===== src/rtl/core/battery_voltage_monitor_unit_assert.svh =====
`ifndef BATTERY_VOLTAGE_MONITOR_UNIT_ASSERT_SVH
`define BATTERY_VOLTAGE_MONITOR_UNIT_ASSERT_SVH

// same-cycle implication, expects clk_i and rst_ni in scope
`define BVM_ASSERT_IMP(label, ante, cons) \
  label: assert property (@(posedge clk_i) disable iff (!rst_ni) (ante) |-> (cons)) \
    else $error("same-cycle check failed");

// next-cycle implication
`define BVM_ASSERT_NXT(label, ante, cons) \
  label: assert property (@(posedge clk_i) disable iff (!rst_ni) (ante) |=> (cons)) \
    else $error("next-cycle check failed");

`endif


===== src/rtl/core/bvm_pkg.sv =====
package bvm_pkg;

  localparam int WindowSamplesDef = 10;
  localparam int AdcW      = 12;
  localparam int SumW      = 16;
  localparam int IdxW      = 4;
  localparam int MvW       = 13;
  localparam int FqW       = 17;
  localparam int PctW      = 7;
  localparam int OffW      = 11;
  localparam int CfgIdxW   = 2;
  localparam int CfgDataW  = 11;
  localparam int InQDepth  = 4;
  localparam int OutQDepth = 2;

  localparam logic [PctW-1:0] LowThReset  = 7'd20;
  localparam logic [PctW-1:0] CritThReset = 7'd10;

  typedef enum logic [CfgIdxW-1:0] {
    CFG_CAL_OFFSET = 2'd0,
    CFG_LOW_TH     = 2'd1,
    CFG_CRIT_TH    = 2'd2
  } cfg_idx_e;

  typedef enum logic [2:0] {
    ST_CHARGING = 3'd0,
    ST_CRITICAL = 3'd1,
    ST_LOW      = 3'd2,
    ST_FULL     = 3'd3,
    ST_NORMAL   = 3'd4
  } status_e;

  typedef struct packed {
    logic signed [OffW-1:0] cal_offset_mv;
    logic [PctW-1:0]        low_threshold;
    logic [PctW-1:0]        critical_threshold;
  } cfg_t;

  typedef struct packed {
    logic [MvW-1:0]  filtered_mv;
    logic [PctW-1:0] percent;
    logic            charging;
    logic [PctW-1:0] health;
    status_e         status_code;
    logic            low_alert;
    logic            critical_alert;
  } result_t;

  // li-ion state of charge from filtered voltage in q13.4
  function automatic logic [PctW-1:0] soc_lookup(logic [FqW-1:0] fq, logic chg_prev);
    logic [PctW-1:0] pct;
    if (chg_prev && fq > FqW'(4200 * 16))   pct = 7'd100;
    else if (fq >= FqW'(4150 * 16))         pct = 7'd100;
    else if (fq >= FqW'(4100 * 16))         pct = 7'd95;
    else if (fq >= FqW'(4050 * 16))         pct = 7'd90;
    else if (fq >= FqW'(4000 * 16))         pct = 7'd85;
    else if (fq >= FqW'(3950 * 16))         pct = 7'd75;
    else if (fq >= FqW'(3900 * 16))         pct = 7'd65;
    else if (fq >= FqW'(3850 * 16))         pct = 7'd55;
    else if (fq >= FqW'(3800 * 16))         pct = 7'd45;
    else if (fq >= FqW'(3750 * 16))         pct = 7'd35;
    else if (fq >= FqW'(3700 * 16))         pct = 7'd25;
    else if (fq >= FqW'(3650 * 16))         pct = 7'd15;
    else if (fq >= FqW'(3600 * 16))         pct = 7'd10;
    else if (fq >= FqW'(3550 * 16))         pct = 7'd5;
    else                                    pct = 7'd0;
    return pct;
  endfunction

endpackage


===== src/rtl/core/bvm_fifo.sv =====
module bvm_fifo #(
  parameter int Width = 16,
  parameter int Depth = 4
) (
  input  logic             clk_i,
  input  logic             rst_ni,
  input  logic             push_i,
  input  logic [Width-1:0] wdata_i,
  output logic             full_o,
  input  logic             pop_i,
  output logic [Width-1:0] rdata_o,
  output logic             empty_o
);

  localparam int PtrW = (Depth > 1) ? $clog2(Depth) : 1;
  localparam int CntW = $clog2(Depth + 1);

  logic [Width-1:0] mem_q [Depth];
  logic [PtrW-1:0]  wr_ptr_q, wr_ptr_d, rd_ptr_q, rd_ptr_d;
  logic [CntW-1:0]  cnt_q, cnt_d;
  logic             do_push, do_pop;

  assign full_o  = (cnt_q == CntW'(Depth));
  assign empty_o = (cnt_q == '0);
  assign do_push = push_i && !full_o;
  assign do_pop  = pop_i && !empty_o;
  assign rdata_o = mem_q[rd_ptr_q];

  always_comb begin
    wr_ptr_d = wr_ptr_q;
    rd_ptr_d = rd_ptr_q;
    cnt_d    = cnt_q;
    if (do_push) begin
      wr_ptr_d = (wr_ptr_q == PtrW'(Depth - 1)) ? '0 : wr_ptr_q + 1'b1;
    end
    if (do_pop) begin
      rd_ptr_d = (rd_ptr_q == PtrW'(Depth - 1)) ? '0 : rd_ptr_q + 1'b1;
    end
    if (do_push && !do_pop) begin
      cnt_d = cnt_q + 1'b1;
    end else if (do_pop && !do_push) begin
      cnt_d = cnt_q - 1'b1;
    end
  end

  always_ff @(posedge clk_i or negedge rst_ni) begin
    if (!rst_ni) begin
      wr_ptr_q <= '0;
      rd_ptr_q <= '0;
      cnt_q    <= '0;
    end else begin
      wr_ptr_q <= wr_ptr_d;
      rd_ptr_q <= rd_ptr_d;
      cnt_q    <= cnt_d;
    end
  end

  always_ff @(posedge clk_i) begin
    if (do_push) begin
      mem_q[wr_ptr_q] <= wdata_i;
    end
  end

endmodule


===== src/rtl/core/bvm_front.sv =====
`include "battery_voltage_monitor_unit_assert.svh"

module bvm_front #(
  parameter int WindowSamples = bvm_pkg::WindowSamplesDef
) (
  input  logic                        clk_i,
  input  logic                        rst_ni,
  input  logic                        push_i,
  input  logic [bvm_pkg::AdcW-1:0]    adc_sample_i,
  output logic                        full_o,
  output logic                        q_push_o,
  output logic [bvm_pkg::SumW-1:0]    q_data_o,
  input  logic                        q_full_i
);
  import bvm_pkg::*;

  localparam logic [IdxW-1:0] LastIdx = IdxW'(WindowSamples - 1);

  logic [IdxW-1:0] idx_q, idx_d;
  logic [SumW-1:0] sum_q, sum_d, sum_add;
  logic            accept, last;

  assign last     = (idx_q == LastIdx);
  assign full_o   = last && q_full_i;
  assign accept   = push_i && !full_o;
  assign sum_add  = sum_q + SumW'(adc_sample_i);
  assign q_push_o = accept && last;
  assign q_data_o = sum_add;

  always_comb begin
    idx_d = idx_q;
    sum_d = sum_q;
    if (accept) begin
      if (last) begin
        idx_d = '0;
        sum_d = '0;
      end else begin
        idx_d = idx_q + 1'b1;
        sum_d = sum_add;
      end
    end
  end

  always_ff @(posedge clk_i or negedge rst_ni) begin
    if (!rst_ni) begin
      idx_q <= '0;
      sum_q <= '0;
    end else begin
      idx_q <= idx_d;
      sum_q <= sum_d;
    end
  end

  `BVM_ASSERT_IMP(a_idx_range, 1'b1, idx_q <= LastIdx)
  `BVM_ASSERT_NXT(a_idx_wrap, q_push_o, idx_q == '0 && sum_q == '0)
  `BVM_ASSERT_IMP(a_no_push_full, q_push_o, !q_full_i)

endmodule


===== src/rtl/core/bvm_back.sv =====
`include "battery_voltage_monitor_unit_assert.svh"

module bvm_back #(
  parameter int WindowSamples = bvm_pkg::WindowSamplesDef
) (
  input  logic                     clk_i,
  input  logic                     rst_ni,
  input  bvm_pkg::cfg_t            cfg_i,
  input  logic                     in_empty_i,
  input  logic [bvm_pkg::SumW-1:0] in_data_i,
  output logic                     in_pop_o,
  input  logic                     out_full_i,
  output logic                     out_push_o,
  output bvm_pkg::result_t         out_data_o
);
  import bvm_pkg::*;

  // raw_mv = sum * 440 / (273 * window)
  localparam int NumW    = 25;
  localparam int Div     = 273 * WindowSamples;
  localparam int DivBits = $clog2(Div);
  localparam int Shift   = NumW + DivBits;
  localparam int RecipW  = NumW + 2;
  localparam longint unsigned RecipL = ((64'd1 << Shift) + 64'(Div) - 64'd1) / 64'(Div);
  localparam logic [RecipW-1:0] Recip = RecipW'(RecipL);
  localparam int ProdW   = NumW + RecipW;

  localparam int FiltXW  = 21;
  localparam int Rec10W  = 21;
  localparam logic [Rec10W-1:0] Rec10 = Rec10W'(1677722);
  localparam int Prod10W = FiltXW + Rec10W;

  localparam int DiffW   = 26;
  localparam logic [DiffW-1:0] Rec12 = DiffW'(5462);

  logic                 a_valid_q, b_valid_q, c_valid_q;
  logic [NumW-1:0]      num_q;
  logic [MvW-1:0]       raw_b_q, raw_c_q;
  logic [FqW-1:0]       fq_q, fq_d;
  logic                 chg_q, chg_d;
  logic [MvW-1:0]       peak_q, peak_d;
  logic                 low_sent_q, low_sent_d, crit_sent_q, crit_sent_d;
  logic                 adv;
  logic [ProdW-1:0]     raw_prod;
  logic signed [MvW:0]  cal_s;
  logic [MvW-1:0]       cal;
  logic [FiltXW-1:0]    filt_x;
  logic [Prod10W-1:0]   filt_prod;
  logic [PctW-1:0]      pct, health;
  logic [MvW-1:0]       peak_diff;
  logic [DiffW-1:0]     health_prod;
  logic [8:0]           health_raw;
  logic                 low_pulse, crit_pulse;
  status_e              status;

  assign adv        = !(c_valid_q && out_full_i);
  assign in_pop_o   = adv && !in_empty_i;
  assign out_push_o = c_valid_q && !out_full_i;

  assign raw_prod  = ProdW'(num_q) * ProdW'(Recip);

  // calibration and 0.7/0.3 filter, divide by ten through reciprocal
  assign cal_s     = $signed({1'b0, raw_b_q}) + (MvW + 1)'(cfg_i.cal_offset_mv);
  assign cal       = (cal_s < 0) ? '0 : cal_s[MvW-1:0];
  assign filt_x    = FiltXW'(fq_q) * FiltXW'(7) + FiltXW'(cal) * FiltXW'(48);
  assign filt_prod = Prod10W'(filt_x) * Prod10W'(Rec10);
  assign fq_d      = filt_prod[24 +: FqW];

  assign pct       = soc_lookup(fq_q, chg_q);
  assign chg_d     = (raw_c_q > MvW'(4300));
  assign peak_d    = (raw_c_q > peak_q) ? raw_c_q : peak_q;

  assign peak_diff   = peak_d - MvW'(3000);
  assign health_prod = DiffW'(peak_diff) * Rec12;
  assign health_raw  = health_prod[16 +: 9];

  always_comb begin
    if (peak_d <= MvW'(3000)) begin
      health = '0;
    end else if (health_raw > 9'd100) begin
      health = 7'd100;
    end else begin
      health = health_raw[PctW-1:0];
    end
  end

  always_comb begin
    low_pulse   = 1'b0;
    crit_pulse  = 1'b0;
    low_sent_d  = low_sent_q;
    crit_sent_d = crit_sent_q;
    if (pct <= cfg_i.critical_threshold && !crit_sent_q) begin
      crit_pulse  = 1'b1;
      crit_sent_d = 1'b1;
      low_sent_d  = 1'b1;
    end else if (pct <= cfg_i.low_threshold && !low_sent_q) begin
      low_pulse  = 1'b1;
      low_sent_d = 1'b1;
    end else if (pct > cfg_i.low_threshold) begin
      low_sent_d = 1'b0;
      if (pct > cfg_i.critical_threshold) begin
        crit_sent_d = 1'b0;
      end
    end
  end

  always_comb begin
    if (chg_d) begin
      status = ST_CHARGING;
    end else if (pct <= cfg_i.critical_threshold) begin
      status = ST_CRITICAL;
    end else if (pct <= cfg_i.low_threshold) begin
      status = ST_LOW;
    end else if (pct >= 7'd90) begin
      status = ST_FULL;
    end else begin
      status = ST_NORMAL;
    end
  end

  always_comb begin
    out_data_o.filtered_mv    = fq_q[FqW-1:4];
    out_data_o.percent        = pct;
    out_data_o.charging       = chg_d;
    out_data_o.health         = health;
    out_data_o.status_code    = status;
    out_data_o.low_alert      = low_pulse;
    out_data_o.critical_alert = crit_pulse;
  end

  always_ff @(posedge clk_i or negedge rst_ni) begin
    if (!rst_ni) begin
      a_valid_q   <= 1'b0;
      b_valid_q   <= 1'b0;
      c_valid_q   <= 1'b0;
      fq_q        <= '0;
      chg_q       <= 1'b0;
      peak_q      <= '0;
      low_sent_q  <= 1'b0;
      crit_sent_q <= 1'b0;
    end else begin
      if (adv) begin
        a_valid_q <= in_pop_o;
        b_valid_q <= a_valid_q;
        c_valid_q <= b_valid_q;
        if (b_valid_q) begin
          fq_q <= fq_d;
        end
      end
      if (out_push_o) begin
        chg_q       <= chg_d;
        peak_q      <= peak_d;
        low_sent_q  <= low_sent_d;
        crit_sent_q <= crit_sent_d;
      end
    end
  end

  always_ff @(posedge clk_i) begin
    if (adv) begin
      num_q   <= NumW'(in_data_i) * NumW'(440);
      raw_b_q <= raw_prod[Shift +: MvW];
      raw_c_q <= raw_b_q;
    end
  end

  `BVM_ASSERT_IMP(a_alert_excl, out_push_o, !(low_pulse && crit_pulse))
  `BVM_ASSERT_NXT(a_crit_latch, out_push_o && crit_pulse, crit_sent_q && low_sent_q)
  `BVM_ASSERT_IMP(a_health_cap, out_push_o, health <= 7'd100)
  `BVM_ASSERT_NXT(a_stall_hold, c_valid_q && out_full_i, c_valid_q && $stable(fq_q))

endmodule


===== src/rtl/core/battery_voltage_monitor_unit.sv =====
// Battery voltage monitor. ADC samples are taken one per clock while full_o is low and summed
// in windows of WindowSamples; each completed window yields one result item on the output
// queue (calibrated voltage through a 0.7/0.3 filter, li-ion percentage, charging flag, health,
// status and one-shot low/critical alerts). The front end accepts a sample every cycle and only
// stalls on the last sample of a window when its four-entry window queue is full. The back end
// is a three-stage pipeline (scale multiply, reciprocal divide, calibrate and filter) followed by
// the table lookup and alert logic; the filter state and alert latches feed back, so one
// window per cycle is taken while the result queue is not full. Configuration registers are
// written through cfg_we_i/cfg_idx_i/cfg_wdata_i, by the user only while idle (not enforced).
module battery_voltage_monitor_unit #(
  parameter int WindowSamples = bvm_pkg::WindowSamplesDef
) (
  input  logic                          clk_i,
  input  logic                          rst_ni,
  input  logic                          push_i,
  output logic                          full_o,
  input  logic [bvm_pkg::AdcW-1:0]      adc_sample_i,
  output logic                          empty_o,
  input  logic                          pop_i,
  output logic [bvm_pkg::MvW-1:0]       filtered_mv_o,
  output logic [bvm_pkg::PctW-1:0]      percent_o,
  output logic                          charging_o,
  output logic [bvm_pkg::PctW-1:0]      health_o,
  output logic [2:0]                    status_code_o,
  output logic                          low_alert_o,
  output logic                          critical_alert_o,
  input  logic                          cfg_we_i,
  input  logic [bvm_pkg::CfgIdxW-1:0]   cfg_idx_i,
  input  logic [bvm_pkg::CfgDataW-1:0]  cfg_wdata_i
);
  import bvm_pkg::*;

  localparam int ResW = $bits(result_t);

  cfg_t            cfg_q;
  logic            win_push, win_full, win_empty, win_pop;
  logic [SumW-1:0] win_wdata, win_rdata;
  logic            res_push, res_full;
  result_t         res_wdata, res_rdata;
  logic [ResW-1:0] res_rdata_raw;

  always_ff @(posedge clk_i or negedge rst_ni) begin
    if (!rst_ni) begin
      cfg_q.cal_offset_mv      <= '0;
      cfg_q.low_threshold      <= LowThReset;
      cfg_q.critical_threshold <= CritThReset;
    end else if (cfg_we_i) begin
      case (cfg_idx_e'(cfg_idx_i))
        CFG_CAL_OFFSET: cfg_q.cal_offset_mv      <= $signed(cfg_wdata_i[OffW-1:0]);
        CFG_LOW_TH:     cfg_q.low_threshold      <= cfg_wdata_i[PctW-1:0];
        CFG_CRIT_TH:    cfg_q.critical_threshold <= cfg_wdata_i[PctW-1:0];
        default: ;
      endcase
    end
  end

  bvm_front #(
    .WindowSamples(WindowSamples)
  ) u_front (
    .clk_i       (clk_i),
    .rst_ni      (rst_ni),
    .push_i      (push_i),
    .adc_sample_i(adc_sample_i),
    .full_o      (full_o),
    .q_push_o    (win_push),
    .q_data_o    (win_wdata),
    .q_full_i    (win_full)
  );

  bvm_fifo #(
    .Width(SumW),
    .Depth(InQDepth)
  ) u_win_q (
    .clk_i  (clk_i),
    .rst_ni (rst_ni),
    .push_i (win_push),
    .wdata_i(win_wdata),
    .full_o (win_full),
    .pop_i  (win_pop),
    .rdata_o(win_rdata),
    .empty_o(win_empty)
  );

  bvm_back #(
    .WindowSamples(WindowSamples)
  ) u_back (
    .clk_i     (clk_i),
    .rst_ni    (rst_ni),
    .cfg_i     (cfg_q),
    .in_empty_i(win_empty),
    .in_data_i (win_rdata),
    .in_pop_o  (win_pop),
    .out_full_i(res_full),
    .out_push_o(res_push),
    .out_data_o(res_wdata)
  );

  bvm_fifo #(
    .Width(ResW),
    .Depth(OutQDepth)
  ) u_res_q (
    .clk_i  (clk_i),
    .rst_ni (rst_ni),
    .push_i (res_push),
    .wdata_i(res_wdata),
    .full_o (res_full),
    .pop_i  (pop_i),
    .rdata_o(res_rdata_raw),
    .empty_o(empty_o)
  );

  assign res_rdata        = result_t'(res_rdata_raw);
  assign filtered_mv_o    = res_rdata.filtered_mv;
  assign percent_o        = res_rdata.percent;
  assign charging_o       = res_rdata.charging;
  assign health_o         = res_rdata.health;
  assign status_code_o    = res_rdata.status_code;
  assign low_alert_o      = res_rdata.low_alert;
  assign critical_alert_o = res_rdata.critical_alert;

endmodule

===== config.mk =====
export PLATFORM = sky130hd
export DESIGN_NAME = battery_voltage_monitor_unit
export DESIGN_NICKNAME = d
export VERILOG_FILES = /design/src/rtl/core/bvm_pkg.sv /design/src/rtl/core/bvm_fifo.sv /design/src/rtl/core/bvm_front.sv /design/src/rtl/core/bvm_back.sv /design/src/rtl/core/battery_voltage_monitor_unit.sv
export VERILOG_INCLUDE_DIRS = /design/src /design/src/rtl/core
export SDC_FILE = /design/constraint.sdc
export NUM_CORES = 2
export LEC_CHECK = 0
export BUFFER_PORTS_ARGS = -buffer_cell sky130_fd_sc_hd__buf_2
export CAP_MARGIN = 20
export CELL_PAD_IN_SITES_DETAIL_PLACEMENT = 0
export CELL_PAD_IN_SITES_GLOBAL_PLACEMENT = 1
export CORE_UTILIZATION = 45
export CTS_BUF_LIST = sky130_fd_sc_hd__clkbuf_8
export DETAILED_ROUTE_END_ITERATION = 10
export PLACE_DENSITY = 0.78
export SLEW_MARGIN = 30
export SYNTH_ARGS = -nofsm -noshare
export SYNTH_HDL_FRONTEND = slang
export SYNTH_SLANG_ARGS = --single-unit
export TNS_END_PERCENT = 1

===== constraint.sdc =====
create_clock -name clk_i -period 27 [get_ports clk_i]
set_clock_uncertainty 0.15 [all_clocks]
set_input_delay 5.4 -clock clk_i [delete_from_list [all_inputs] [get_ports clk_i]]
set_output_delay 5.4 -clock clk_i [all_outputs]
set_load 0.005 [all_outputs]

==> metrics <==
status=complete, no violations; total global-route track usage=0.201; Hold EP=u_back.raw_c_q[2]; Residual DRC=0; CTS resizes=0; gpl congestion=0.920; max_cap viols=0; Synth area leaders=ha_1 (25%), fa_1 (19%), edfxtp_1 (17%), inv_1 (7.3%), dfrtp_1 (7.2%); HP Class=flip-flop to flip-flop; final worst-path cycle share=0.467; synthesized flop and latch total=270; vias in the first global route=21700; Worst-path clk slew=60 ps; DRT Wirelength=66.2 mm; crit-path max cell delay=530 ps; CTS buffer count=45; Hold Path Depth=0; CP Data Required Time=27380 ps; CP max stage cell=fa_1; worst r2r src=u_back.raw_b_q[1]; area of the mapped netlist=30600 um^2; number of synthesized flops with an enable pin=178; Hold Fails Final Rpt=0; drt wl/cell=17.2 um; Vias=20000; fill count=6119; Die Ht=263 um; total iterations of the first detailed-routing run=7; Top FF cell, synth=edfxtp_1; first-pass GRT wire length=113 mm; non-filler cells, final=3841; min Tclk post-route=12610 ps; CP Max Fanout=13; YS warnings=0; Finish-stage setup viols=0; Initial Utilization=0.455; setup TNS=0 ps; initial antenna violation count=0; r2r endpoint=u_back.fq_q[16]; fmax=79.3 MHz; CTS sink count=270; GRT overflow=0; sequential share of the synthesized area=0.250; setup bufs post-CTS=0; Crit. Startpoint=u_back.raw_b_q[1]; layout cell share with drive strength beyond 1=0.0889; placed cells=3757; clk_lat worst skew=610 ps; n_diodes=0; final net count=3857; CTS tree=built; area leader, netlist=ha_1; hold path startpoint=u_back.raw_b_q[2]; cts hold-fix bufs=0; mean area per synthesized cell=10.8 um^2; Die W=263 um; Syn Nets=3753; count of cell types in the netlist=91; cell repeated most along the worst path=ha_1; # IOs=65; Least-Margin Pin Slew=844 ps; hpwl dp=56.1 mm; RSZ-0062 raised after global routing=false; clk buf depth=3; flop2flop setup slack=14390 ps; Detail Route Antenna Nets=0; H-tree depth=2; Final Max Tran Viols=0; CP startpoint kind=flip-flop; core area=67300 um^2; std cell rows=95; clock root cell=clkbuf_8; Post-synth ARST share=0.341; die area=69000 um^2; initial DRC count=896; Reg2Reg Depth=45; Slew headroom=0.437; crit end category=flip-flop; largest net degree at the start of global routing=64; # port buffers=64; share of the synthesized area in the top cell type=0.247; Mapped Cells=2827; area grow syn2layout=7.91%; drt via density=5.20; Critical Path AT=12990 ps; Setup Crit Path Kind=flip-flop to flip-flop
[how the worst max path moves through the flow]
stage | endpoint | cells after the start
after floorplan | u_back.fq_q[16] | 46
after global placement | u_back.fq_q[16] | 45
after detailed placement | u_back.fq_q[16] | 45
after CTS | u_back.fq_q[16] | 45
after global routing | u_back.fq_q[16] | 45
final | u_back.fq_q[16] | 45
[cells by family after synthesis]
kind of cell	after synthesis	synth area share
flip-flops	270	0.250
AO/OA/AOI/OAI	419	0.0921
XOR/XNOR	142	0.0415
multiplexers	88	0.0380
buffers and inverters	626	0.0773
AND/OR/NAND/NOR	386	0.0627
adder cells (fa/ha/maj)	896	0.438
[registers in the layout, indices dropped and copies added (netlist names), 2 cells and up]
name	flops
u_res_q.mem_q	66
u_win_q.mem_q	64
cfg_q	25
u_back.num_q	22
u_back.fq_q	17
u_front.sum_q	16
u_back.peak_q	13
u_back.raw_b_q	13
u_back.raw_c_q	13
u_front.idx_q	4
u_win_q.cnt_q	3
u_res_q.cnt_q	2
u_win_q.rd_ptr_q	2
u_win_q.wr_ptr_q	2
[cell usage after synthesis, types with 14 or more instances]
library cell and number:
a211oi_1 14, a21o_1 42, a21oi_1 105, a22o_1 14
a31oi_1 22, and2_1 14, and3_1 20, clkbuf_1 21
dfrtp_1 88, edfxtp_1 178, fa_1 293, ha_1 603
inv_1 598, mux2_2 64, mux4_2 16, nand2_1 101
nand2b_1 16, nand3_1 34, nor2_1 91, nor2b_1 16
nor3_1 25, o21ai_0 82, o21bai_1 14, xnor2_1 82
xor2_1 58
[cell type report]
type | instances | area [um^2] | area share
flip-flops and latches | 270 | 7650 | 0.232
clock buffers | 48 | 661 | 0.0200
clock inverters | 36 | 285 | 0.00864
well taps | 873 | 1090 | 0.0331
repair buffers | 85 | 484 | 0.0147
multi-input cells | 1931 | 20600 | 0.624
inverters | 598 | 2240 | 0.0680
[metrics by stage]
stage	util	setup slack, ps	area [um^2]	hold WS (ps)
2_1_floorplan	-	15640	30600	281
3_3_place_gp	0.477	14690	32100	283
3_5_place_dp	0.477	14490	32100	293
4_1_cts	0.491	14420	33000	308
5_1_grt	0.491	13590	33000	323
6_report	0.491	14390	33000	309
[cells in the final DEF, fill, tap and decap left out, types with 12 or more instances in the layout]
master / instances
a22o_1: 14
nand3_1: 34
o21bai_1: 14
a31oi_1: 22
a21o_1: 42
ha_1: 603
o21a_1: 13
nand2_1: 100
dfrtp_1: 88
and2_1: 14
nand4_1: 13
xor2_1: 58
nor3_1: 25
edfxtp_1: 178
buf_2: 63
nand2b_1: 16
o21ai_0: 82
clkbuf_8: 48
nor2b_1: 16
mux2_2: 64
a21oi_1: 105
and3_1: 20
nor2_1: 89
a211oi_1: 14
inv_1: 615
xnor2_1: 82
mux4_2: 16
o21ai_1: 12
buf_4: 21
fa_1: 293
[layer usage]
layer  GRT usage  part of all wire  vias up
li1            -                 -     9777
met1       0.274              0.47     9838
met2       0.350              0.49      296
met3      0.0201             0.031       68
met4      0.0347             0.015        0
met5           0                 0        -
[critical path, delay by kind of cell (launching register included)]
family                     cells  cell delay [ps]
AOI/OAI and AO/OA             20             4780
adders and majority gates     12             4480
and+or+nand+nor                5             1340
xor gates and xnor gates       3              770
DFF                            1              440
muxes                          1              360
buffers and inverters          4              200
Power is left out: the tool's default activity adds up to more than one toggle a clock period on the data nets, which glitch-free logic cannot reach.
